<file path="config.mk">
export PLATFORM = sky130hd
export DESIGN_NAME = plr_cfg
export DESIGN_NICKNAME = d
export VERILOG_FILES = /design/src/plr_pkg.sv /design/src/plr_cfg.sv
export SDC_FILE = /design/constraint.sdc
export NUM_CORES = 1
export LEC_CHECK = 0
export BUFFER_PORTS_ARGS = -buffer_cell sky130_fd_sc_hd__buf_2
export CORE_MARGIN = 3
export CORE_UTILIZATION = 49
export DETAILED_ROUTE_END_ITERATION = 7
export PLACE_DENSITY = 0.85
export SYNTH_ARGS = -nofsm -noshare
export SYNTH_HDL_FRONTEND = slang
export SYNTH_SLANG_ARGS = --single-unit
</file>
<file path="constraint.sdc">
create_clock -name clk -period 2.26 [get_ports clk]
set_input_delay 0.113 -clock clk [delete_from_list [all_inputs] [get_ports clk]]
set_output_delay 0.113 -clock clk [all_outputs]
set_load 0.02 [all_outputs]
</file>
<file path="src/plr_pkg.sv">
// Shared types, constants and codes of the per-address rate limiter.
package plr_pkg;

  // Table size default and configuration reset values
  localparam int TABLE_ENTRIES_DEF = 256;
  localparam logic [15:0] MAX_PER_WINDOW_RST = 16'd100;
  localparam logic [31:0] WINDOW_SECONDS_RST = 32'd3600;

  // Configuration port geometry and register indexes
  localparam int PADDR_W = 3;
  localparam int PDATA_W = 32;
  localparam logic REG_MAX_PER_WINDOW = 1'b0;
  localparam logic REG_WINDOW_SECONDS = 1'b1;

  // Result field widths
  localparam int SLOT_W = 8;
  localparam int OUTCOME_W = 2;

  // Outcome codes
  localparam logic [OUTCOME_W-1:0] OUTCOME_HIT_ALLOWED = 2'd0;
  localparam logic [OUTCOME_W-1:0] OUTCOME_HIT_REFUSED = 2'd1;
  localparam logic [OUTCOME_W-1:0] OUTCOME_NEW_SLOT = 2'd2;
  localparam logic [OUTCOME_W-1:0] OUTCOME_EVICTED = 2'd3;

  // One table entry as held in memory
  typedef struct packed {
    logic [63:0] addr_high;
    logic [63:0] addr_low;
    logic [63:0] start_time;
    logic [15:0] req_count;
  } plr_entry_t;

  // Commands from controller to datapath
  typedef struct packed {
    logic load;
    logic scan;
    logic check;
    logic commit;
  } plr_cmd_t;

  // Status from datapath to controller
  typedef struct packed {
    logic scan_done;
    logic out_busy;
  } plr_sts_t;

endpackage

</file>
<file path="src/plr_cfg.sv">
// APB-style configuration registers of the rate limiter.
module plr_cfg
  import plr_pkg::*;
(
  input  logic               clk,
  input  logic               rst,
  input  logic               psel,
  input  logic               penable,
  input  logic               pwrite,
  input  logic [PADDR_W-1:0] paddr,
  input  logic [PDATA_W-1:0] pwdata,
  output logic [PDATA_W-1:0] prdata,
  output logic               pready,
  output logic [15:0]        max_per_window,
  output logic [31:0]        window_seconds
);

  logic wr_en;
  logic reg_sel;

  assign pready  = 1'b1;
  assign wr_en   = psel && penable && pwrite;
  assign reg_sel = paddr[2];

  // Write registers on the access cycle of a transfer
  always_ff @(posedge clk) begin
    if (rst) begin
      max_per_window <= MAX_PER_WINDOW_RST;
      window_seconds <= WINDOW_SECONDS_RST;
    end else if (wr_en) begin
      case (reg_sel)
        REG_MAX_PER_WINDOW: max_per_window <= pwdata[15:0];
        REG_WINDOW_SECONDS: window_seconds <= pwdata[31:0];
        default: ;
      endcase
    end
  end

  // Read back the selected register
  always_comb begin
    case (reg_sel)
      REG_MAX_PER_WINDOW: prdata = {16'b0, max_per_window};
      REG_WINDOW_SECONDS: prdata = window_seconds;
      default:            prdata = '0;
    endcase
  end

endmodule

</file>
==> summary.txt <==
Clock network
  • Clock-pin transition on the worst setup and hold timing paths: 80 ps
  • CTS max path bufs: 2
  • Hold buffer count at CTS: 0
  • TritonCTS Buffers: 5
  • Setup bufs post-CTS: 0
  • H-tree depth: 2
  • Clock sinks: 48
  • Post_cts resized: 0
  • Root buf cell: clkbuf_8
  • CTS tree: done
  • Clk_lat worst skew: 280 ps

Synthesis
  • Seq/Total Area, Yosys: 40.15%
  • Synth unique cells: 16
  • Area leader, netlist: dfxtp_1
  • Syn_nets: 279
  • Top-area cell type share of the netlist area: 40.15%
  • Async S/R FF share, synth: 0%
  • Area contributors post-synth: dfxtp_1 (40%), mux2i_1 (20%), nand2b_1 (19%), mux2_2 (7.5%), and2_1 (4.2%)
  • Yosys warns: 0
  • Mapped Cells: 239
  • Avg Inst Size Synth: 10.01 um2
  • Synth Register Bits: 48
  • EDFF count, synth: 0
  • Main synth FF type: dfxtp_1
  • Synth Cell Area: 2394 um2

Job
  • Max_cap viols: 0

Detailed routing
  • WL final: 5134 um
  • Initial DRC count: 55
  • Metal2 WL: 2595 um
  • Detail Route Antenna Nets: 0
  • DRC Markers: 0
  • DR vias: 1,960
  • Max Used Layer: met4
  • Met1 WL: 2167 um
  • Met3 WL: 321 um
  • Pre-antenna DRT Iters: 4
  • WL/cell: 12.43 um
  • Vias per cell: 4.746

Timing
  • Clock skew: 0 ps
  • Slew headroom: 49.51%
  • Final hold vios: 0
  • Setup Viol. Count Final: 0
  • Final Slew Violations: 0
  • Fmax: 0.8199 GHz
  • Fin crit period: 1220 ps
  • Setup TNS: 0 ps
  • Final clock period utilization by the worst path: 53.97%
  • RSZ-0062 raised after global routing: no
  • Actual slew at the worst max-slew pin: 756.8 ps

Placement
  • PortBufs: 117
  • DP HPWL: 3777 um
  • Dpl cells: 405
  • Gpl congestion: 0.6947
  • DP Area: 2984 um2

Finish
  • Core Util, Final: 67.80%
  • Layout cell share with drive strength beyond 1: 41.09%
  • Post-layout net count: 387
  • Design area: 3074 um2
  • ANT cells: 0
  • Post-Layout Cell Count: 413
  • Area delta synth->final: 28.44%

Power
  • Clock power frac: 31.3%
  • Switching share of power: 24.65%
  • Total Power: 1.626 mW
  • Pwr/cell area: 528.9 nW/um2
  • Maximum VDD drop: 0.0003641 V
  • Sequential Power Share: 53.9%
  • Leakage power: 1.475 nW
  • Comb power frac: 14.7%
  • Pint: 1.225 mW
  • Sw power: 0.4008 mW

GRT
  • Total grt overflow: 0
  • Vias in the first global route: 1,741
  • Antenna violations before repair: 0
  • First-pass GRT wire length: 7645 um
  • Pin count of the biggest net entering global routing: 88
  • Tot GR Track Use: 17.16%

Critical path
  • Critical path startpoint category: input pin
  • Critical path endpoint category: output pin
  • WP data arrival: 1110 ps
  • Crit path required time: 2150 ps
  • Register-to-register setup slack: 1590 ps
  • Worst Setup Path Type: in2out
  • Worst r2r path cells: 2
  • Worst-path fanout max: 32
  • RR Endpoint: max_per_window[4]
  • FF-to-FF Start: max_per_window[4]

Floorplanning
  • Row count: 24
  • Die H: 75.89 um
  • Die area: 5759 um2
  • DIE WIDTH: 75.89 um
  • Core area: 4534 um2
  • Initial Util: 52.79%
  • Top Ports: 121

Status
  • Status: complete, no violations

Min path
  • Hold EP: window_seconds[20]
  • Hold Path Class: in2reg
  • Hold path depth: 3
  • HP Start: pwdata[20]
-- kinds of logic after synthesis --
family	Yosys count	share of synthesized area, %
DFF	48	40.15
other	1	0.1567
muxes	64	27.60
and+or+nand+nor	107	26.87
buffers and inverters	19	5.227
-- area by class of cell --
cell class,count,area [um2]
clock buffer,8,90.09
fill,361,1460
multi-input combinational,172,1309
sequential,48,960.9
tap,65,81.33
timing repair buffer,120,633.1
-- routing by layer --
layer | GRT usage (%) | vias to the layer above
met5 | 0 | -
li1 | - | 997
met1 | 19.79 | 886
met4 | 5.631 | 0
met3 | 3.562 | 7
met2 | 31.27 | 70
-- flip-flops by register name, summed over array words and instances, names as in the netlist --
name / cells
max_per_window: 16
window_seconds: 32
-- synthesized netlist by cell type, types with 2 or more instances --
master	count
nand2b_1	73
dfxtp_1	48
mux2i_1	48
and2_1	16
mux2_2	16
nor2_1	14
clkbuf_1	8
buf_2	4
buf_6	4
buf_4	2
-- worst max-delay path, cell delays in order --
cell and delay (ps):
buf_2 110, buf_4 330, mux2_2 390, buf_2 160
-- metrics by stage --
| stage | hold WS [ps] | setup WS (ps) |
|---|---|---|
| final | 74.98 | 1040 |
| after global routing | 73.73 | 984.2 |
| after CTS | 69.49 | 1032 |
| after detailed placement | 382.6 | 895.2 |
| after global placement | 373.2 | 945.5 |
| after floorplan | 268.3 | 1286 |
-- worst max-delay path by stage --
stage                  start                end  slack (ps)  cells after the start
finish              paddr[2]          prdata[6]        1040                      4
floorplan           paddr[2]  max_per_window[0]        1290                      5
detailed placement  paddr[2]  max_per_window[4]         900                      3
global route        paddr[2]          prdata[6]         980                      4
global placement    paddr[2]  max_per_window[4]         950                      3
CTS                 paddr[2]         prdata[11]        1030                      4
-- power by group through the flow --
stage / sequential, mW / clock [mW] / combinational (mW)
after global placement: 0.896 / 0 / 0.236
after floorplan: 0.918 / 0 / 0.138
after detailed placement: 0.897 / 0 / 0.241
after global routing: 0.880 / 0.557 / 0.261
final: 0.877 / 0.509 / 0.239
after CTS: 0.877 / 0.528 / 0.242
-- cell usage in the layout, fill, tap and decap left out --
cell type  Yosys  final
and2_1        16     16
buf_2          4    117
clkbuf_8       0      6
and4b_1        1      1
buf_4          2      1
dfxtp_1       48     48
nor2_1        14     14
conb_1         1      1
clkbuf_1       8      2
nand2b_1      73     73
nand4_1        1      1
buf_12         0      2
mux2_2        16     16
mux2i_1       48     48
nand4b_1       1      1
and4_2         0      1
Power figures use the tool's default switching activity.
