<file path="config.mk">
export PLATFORM = sky130hd
export DESIGN_NAME = plr_ctrl
export DESIGN_NICKNAME = d
export VERILOG_FILES = /design/src/plr_pkg.sv /design/src/plr_ctrl.sv
export SDC_FILE = /design/constraint.sdc
export NUM_CORES = 1
export LEC_CHECK = 0
export ABC_AREA = 1
export BUFFER_PORTS_ARGS = -buffer_cell sky130_fd_sc_hd__buf_2
export CORE_AREA = 4 4 41 43
export DETAILED_ROUTE_END_ITERATION = 8
export DIE_AREA = 0 0 45 47
export HOLD_SLACK_MARGIN = 0.05
export SETUP_SLACK_MARGIN = 0.5
export SYNTH_ARGS = -nofsm -noshare
export SYNTH_HDL_FRONTEND = slang
export SYNTH_SLANG_ARGS = --single-unit
</file>
<file path="constraint.sdc">
create_clock -name clk -period 1 [get_ports clk]
set_clock_uncertainty 0.05 [all_clocks]
set_input_delay 0.2 -clock clk [delete_from_list [all_inputs] [get_ports clk]]
set_output_delay 0.2 -clock clk [all_outputs]
set_load 0.02 [all_outputs]
</file>
<file path="src/plr_pkg.sv">
// Shared types, constants and codes of the per-address rate limiter.
package plr_pkg;

  // Table size default and configuration reset values
  localparam int TABLE_ENTRIES_DEF = 256;
  localparam logic [15:0] MAX_PER_WINDOW_RST = 16'd100;
  localparam logic [31:0] WINDOW_SECONDS_RST = 32'd3600;

  // Configuration port geometry and register indexes
  localparam int PADDR_W = 3;
  localparam int PDATA_W = 32;
  localparam logic REG_MAX_PER_WINDOW = 1'b0;
  localparam logic REG_WINDOW_SECONDS = 1'b1;

  // Result field widths
  localparam int SLOT_W = 8;
  localparam int OUTCOME_W = 2;

  // Outcome codes
  localparam logic [OUTCOME_W-1:0] OUTCOME_HIT_ALLOWED = 2'd0;
  localparam logic [OUTCOME_W-1:0] OUTCOME_HIT_REFUSED = 2'd1;
  localparam logic [OUTCOME_W-1:0] OUTCOME_NEW_SLOT = 2'd2;
  localparam logic [OUTCOME_W-1:0] OUTCOME_EVICTED = 2'd3;

  // One table entry as held in memory
  typedef struct packed {
    logic [63:0] addr_high;
    logic [63:0] addr_low;
    logic [63:0] start_time;
    logic [15:0] req_count;
  } plr_entry_t;

  // Commands from controller to datapath
  typedef struct packed {
    logic load;
    logic scan;
    logic check;
    logic commit;
  } plr_cmd_t;

  // Status from datapath to controller
  typedef struct packed {
    logic scan_done;
    logic out_busy;
  } plr_sts_t;

endpackage

</file>
<file path="src/plr_ctrl.sv">
// Controller state machine: accept, scan, check window, commit result.
module plr_ctrl
  import plr_pkg::*;
(
  input  logic     clk,
  input  logic     rst,
  input  logic     in_valid,
  output logic     in_ready,
  input  plr_sts_t sts,
  output plr_cmd_t cmd
);

  localparam logic [1:0] ST_IDLE   = 2'd0;
  localparam logic [1:0] ST_SCAN   = 2'd1;
  localparam logic [1:0] ST_CHECK  = 2'd2;
  localparam logic [1:0] ST_COMMIT = 2'd3;

  logic [1:0] state;
  logic [1:0] state_next;

  always_ff @(posedge clk) begin
    if (rst) begin
      state <= ST_IDLE;
    end else begin
      state <= state_next;
    end
  end

  // Decode commands and advance the sequence
  always_comb begin
    state_next = state;
    cmd        = '0;
    in_ready   = 1'b0;
    case (state)
      ST_IDLE: begin
        in_ready = !rst;
        if (in_valid && !rst) begin
          cmd.load   = 1'b1;
          state_next = ST_SCAN;
        end
      end
      ST_SCAN: begin
        cmd.scan = 1'b1;
        if (sts.scan_done) begin
          state_next = ST_CHECK;
        end
      end
      ST_CHECK: begin
        cmd.check  = 1'b1;
        state_next = ST_COMMIT;
      end
      ST_COMMIT: begin
        if (!sts.out_busy) begin
          cmd.commit = 1'b1;
          state_next = ST_IDLE;
        end
      end
      default: state_next = ST_IDLE;
    endcase
  end

endmodule

</file>
==> qor.yml, run 1 <==
antenna_found_initial: 0
grt_overflow: 0
port_buffers: 9
synth-adder-area-share_pct: 27.93
status: "finished, violations left"
numCtsBuffers: 3
clock-sinks: 2
largest_reg_flops: 2
required_ns: 0.75
num_io_pins: 10
rows: 13
clkTransAtPathRegs_ns: 0.03
largest-register: "state"
cts-root-buf: "clkbuf_4"
final_cell_mix: "nor2_1 (8), nand2_1 (5)"
die_h_um: 47
cap_violations: 0
fin_crit_sh_pct: 127.5
startpoint_type: "flip-flop"
placed_cells: 61
yosys.area_share.simple_pct: 36.87
hold_buffers: 0
clk_latency_ns: 0.22
grt_pass1_vias: 269
grtUsageTotal_pct: 6.625
synth.cell_area_um2: 224.0
seq_area_frac_synth_pct: 17.88
synthMuxAreaShare_pct: 0
cp_slowest_stage_delay_ns: 0.35
regArea_um2: 47.55
slew_headroom_pct: 89.86
total_power_w: 0.001116
initial_utilization_pct: 17.21
rr_worst_depth: 8
layout_commonest_cell: "nor2_1"
dr.pass1.iters: 2
crit_slowest_cell: "dfxtp_4"
reg_top3: "state x2"
fmax_mhz: 784.1
synth_xor_area_share_pct: 0
hold_class: "in -> reg"
synth-seq-cells: 2
place_congestion: 0.7028
vias: 258
die_w_um: 45
fin_crit_ns: 1.275
place_hpwl_um: 406.6
fin_ws_ns: -0.2753
num-fill-cells: 168
synth_fp_nets: 47
final_util_pct: 33.17
setup_violations: 7
core_area_mm2: 0.001301
synth_compound_area_share_pct: 2.235
crit_type: "reg -> out"
vias_per_cell: 3.794
ys.warnings.count: 0
drive_above_1_share_pct: 58.49
cp.depth: 5
multi_input_comb_area_um2: 202.7
htreeDepth: 1
holdPathStages: 4
powerDensity_mw_per_mm2: 2585
nets: 64
hold_viol_final: 0
avgSynthCellArea_um2: 6.053
syn_inst: 37
drc_errors: 0
vdd_drop_max_mv: 1.091
drv_slew: 0
p_leak_nw: 0.2149
critPathMaxFanout: 4
antenna_cells: 0
worstMarginPinSlew_ns: 0.1515
rsz0062_at_grt: "yes"
die_area_mm2: 0.002115
synth_cell_types: 9
cp.arrival_ns: 1.03
routed_wl_um: 504
crit_chain: "inv_4, ha_4, inv_4, nor2_4, buf_6"
end_kind: "primary output"
ant_nets: 0
wl_per_cell_um: 7.412
area_delta_synth_final_pct: 92.74
violations: "negative setup slack"
cpLargestDelayFamily: "flip-flops"
cts_tree: "yes"
grt_max_degree: 5
cts_max_path_buffers: 2
critical_path_buf_inv_count: 3
grt_pass1_wl_um: 966
synth_top_family_by_area: "simple AND/OR/NAND/NOR gates"
drt_iter0_markers: 1
crit_top_cell: "inv_4"
fin_cells: 68
-- path summary, 6_finish.rpt --
| kind | start | slack (ns) | end |
|---|---|---|---|
| worst max-delay path | state[1] | -0.28 | in_ready |
| worst min-delay path | rst | 0.25 | state[1] |
| worst max register to register | state[0] | -0.19 | state[1] |
| worst min register to register | state[0] | 0.48 | state[0] |
-- cell type report --
type,instances,share of cell area (%)
clock buffers,4,6.087
inverters,9,9.565
multi-input cells,26,46.96
flip-flops and latches,2,11.01
well taps,15,4.348
repair buffers,12,22.03
-- through the flow --
step / hold WS [ns] / instance area, um^2 / setup TNS (ns) / setup slack (ns)
CTS: 0.2423 / 431.7 / -1.728 / -0.2847
finish: 0.2464 / 431.7 / -1.647 / -0.2753
global placement: 0.4567 / 327.8 / -0.6651 / -0.1704
global route: 0.2600 / 431.7 / -2.079 / -0.3307
detailed placement: 0.4587 / 327.8 / -0.7128 / -0.1763
floorplan: 0.2982 / 264.0 / -0.2591 / -0.08234
-- logic make-up after synthesis --
family                   Yosys count
AO/OA/AOI/OAI                      1
adder cells (fa/ha/maj)            5
buffers and inverters              9
AND/OR/NAND/NOR                   20
flip-flops                         2
-- cells in the mapped netlist (all sizes together) --
master	instances	share of area, %
a21oi	1	2.2
dfxtp	2	18
ha	5	28
inv	9	15
nand2	7	14
nand3	2	4.5
nor2	11	18
-- metal layers --
layer | vias to the layer above | GRT usage (%) | share of wire, %
met4 | 0 | 7.018 | 0
met1 | 111 | 5.882 | 40
li1 | 140 | - | -
met3 | 0 | 3.065 | 8.5
met5 | - | 0 | 0
met2 | 7 | 10.73 | 51
-- power breakdown --
group | total, W | switching, W | leakage (nW) | internal (W)
registers | 0.000177 | 0.0000469 | 0.0178 | 0.000130
clock network | 0.000196 | 0.0000480 | 0.0150 | 0.000148
logic | 0.000743 | 0.000383 | 0.182 | 0.000360
-- timing repair --
| action | CTS | global route |
|---|---|---|
| gates resized for setup | 17 | 0 |
| pin swaps | 1 | 1 |
| cloned | 0 | 0 |
| setup endpoints to repair | 7 | 7 |
| setup buffers | 3 | 0 |
-- worst reg2reg max path: cells and delay by family (launching register included) --
family,cells,cell delay [ns]
fa+ha+maj,1,0.16
flops,1,0.35
buf+inv,2,0.18
simple gates,5,0.34
Power figures use the tool's default switching activity.
==> inputs of run 2 (changes only) <==
--- a/config.mk
+++ b/config.mk
@@ -6,7 +6,7 @@
 export NUM_CORES = 1
 export LEC_CHECK = 0
 export ABC_AREA = 1
-export BUFFER_PORTS_ARGS = -buffer_cell sky130_fd_sc_hd__buf_2
+export BUFFER_PORTS_ARGS = -buffer_cell sky130_fd_sc_hd__buf_4
 export CORE_AREA = 4 4 41 43
 export DETAILED_ROUTE_END_ITERATION = 8
 export DIE_AREA = 0 0 45 47
==> qor.yml, run 2 (synthesis gave the netlist of run 1 again) <==
status: "finished, violations left"
violations: "negative setup slack"
place_area_um2: 365.4  # +11%
critPathMaxFanout: 4  # unchanged
cp.arrival_ns: 1.05  # +0.02 ns
htreeDepth: 1  # unchanged
core_area_mm2: 0.001301  # unchanged
hold_start: "rst"
slew_headroom_pct: 91.92  # +2.1 points
clock-sinks: 2  # unchanged
wl_per_cell_um: 8.129  # +9.7%
antenna_cells: 0  # unchanged
largest_reg_flops: 2  # unchanged
area_delta_synth_final_pct: 121.2
routed_wl_um: 569  # +13%
fin_crit_ns: 1.295  # +0.01996 ns
end_kind: "primary output"
p_leak_nw: 0.2354  # +9.6%
drc_errors: 0  # unchanged
dr.pass1.iters: 2  # unchanged
drv_slew: 0  # unchanged
grt_pass1_wl_um: 897  # -7.1%
reg_top3: "state x2"
cts_tree: "yes"
min_to: "state[0]"
ant_nets: 0  # unchanged
placed_cells: 63  # +3.3%
clkTransAtPathRegs_ns: 0.03  # about the same
required_ns: 0.75  # about the same
largest-register: "state"
r2r_start: "state[0]"
fin_cells: 70  # +2.9%
hold_buffers: 0  # unchanged
port_buffers: 9  # unchanged
vias: 273  # +5.8%
vdd_drop_max_mv: 0.9740  # -11%
layout_commonest_cell: "buf_4"
cts_max_path_buffers: 2  # unchanged
fmax_mhz: 772.0  # -1.5%
hold_viol_final: 0  # unchanged
antenna_found_initial: 0  # unchanged
nets: 66  # +3.1%
numCtsBuffers: 3  # unchanged
place_congestion: 0.6675  # -5.0%
setup_violations: 7  # unchanged
die_w_um: 45  # unchanged
final_cell_mix: "buf_4 (8), nor2_1 (7), buf_6 (6)"
rsz0062_at_grt: "yes"
r2r-end: "state[1]"
drive_above_1_share_pct: 67.27  # +8.8 points
crit_type: "reg -> out"
grt_max_degree: 5  # unchanged
die_area_mm2: 0.002115  # unchanged
place_hpwl_um: 422.7  # +4.0%
fin_crit_sh_pct: 129.5  # +2.0 points
final_area_um2: 495.5  # +15%
clk_latency_ns: 0.23  # about the same
grt_overflow: 0  # unchanged
r2r_slack_ns: -0.21  # -0.02 ns
drt_iter0_markers: 2  # +1
grtUsageTotal_pct: 6.304  # -0.32 points
initial_utilization_pct: 17.21  # unchanged
cts-root-buf: "clkbuf_4"
cap_violations: 0  # unchanged
worstMarginPinSlew_ns: 0.1209  # -0.03059 ns
num_io_pins: 10  # unchanged
powerDensity_mw_per_mm2: 2560  # -0.97%
hold_class: "in -> reg"
holdPathStages: 4  # unchanged
grt_pass1_vias: 266  # -1.1%
vias_per_cell: 3.900  # +2.8%
rr_worst_depth: 8  # unchanged
fin_ws_ns: -0.2953  # -0.01996 ns
rows: 13  # unchanged
die_h_um: 47  # unchanged
hold_ws_ns: 0.2121  # -0.03429 ns
startpoint_type: "flip-flop"
total_power_w: 0.001269  # +14%
run 2: power by group:
part | switching (W) | leakage [nW] | internal [W]
Combinational | 0.000419 | 0.203 | 0.000450
Clock | 0.0000512 | 0.0150 | 0.000149
Sequential | 0.0000696 | 0.0178 | 0.000131
Total | 0.000540 | 0.235 | 0.000729
run 2: final cells by class:
class                      instances  area (um^2)
clock buffer                       4        26.28
fill                             151        805.8
inverter                           9        43.79
multi-input combinational         26        231.5
sequential                         2        47.55
tap                               15        18.77
timing repair buffer              14        127.6
run 2: routing by layer:
metal,vias up,part of all wire [%],GRT usage (%)
met5,-,0,0
met4,0,0,8.772
met3,0,12,2.682
met2,7,56,10.45
met1,123,33,4.740
li1,143,-,-
run 2: worst max path at each step:
stage / startpoint / end / slack [ns] / depth (start not counted)
6_report: state[0] / in_ready / -0.30 / 5
5_1_grt: state[0] / in_ready / -0.34 / 5
4_1_cts: state[1] / in_ready / -0.31 / 5
3_5_place_dp: state[0] / state[1] / -0.17 / 7
3_3_place_gp: state[0] / state[1] / -0.17 / 7
2_1_floorplan: state[0] / state[1] / -0.08 / 7
run 2: timing repair:
| action | CTS | global route |
|---|---|---|
| endpoints found under the hold margin | 0 | 0 |
| setup buffers | 2 | 1 |
| gates cloned | 0 | 0 |
| setup endpoints to repair | 7 | 7 |
| gates resized for setup | 15 | 6 |
| pin swaps | 6 | 6 |
run 2: critical path, stage by stage (launching register included):
cell	delay [ns]
dfxtp_4	0.36
inv_4	0.07
ha_4	0.14
inv_4	0.04
nor2_2	0.08
buf_6	0.12
run 2: stage by stage:
step / setup TNS [ns] / setup WS, ns / util (%)
2_1_floorplan: -0.2591 / -0.08234 / -
3_3_place_gp: -0.7103 / -0.1714 / 28.08
3_5_place_dp: -0.7373 / -0.1687 / 28.08
4_1_cts: -1.846 / -0.3143 / 35.77
5_1_grt: -2.107 / -0.3435 / 38.08
6_report: -1.784 / -0.2953 / 38.08
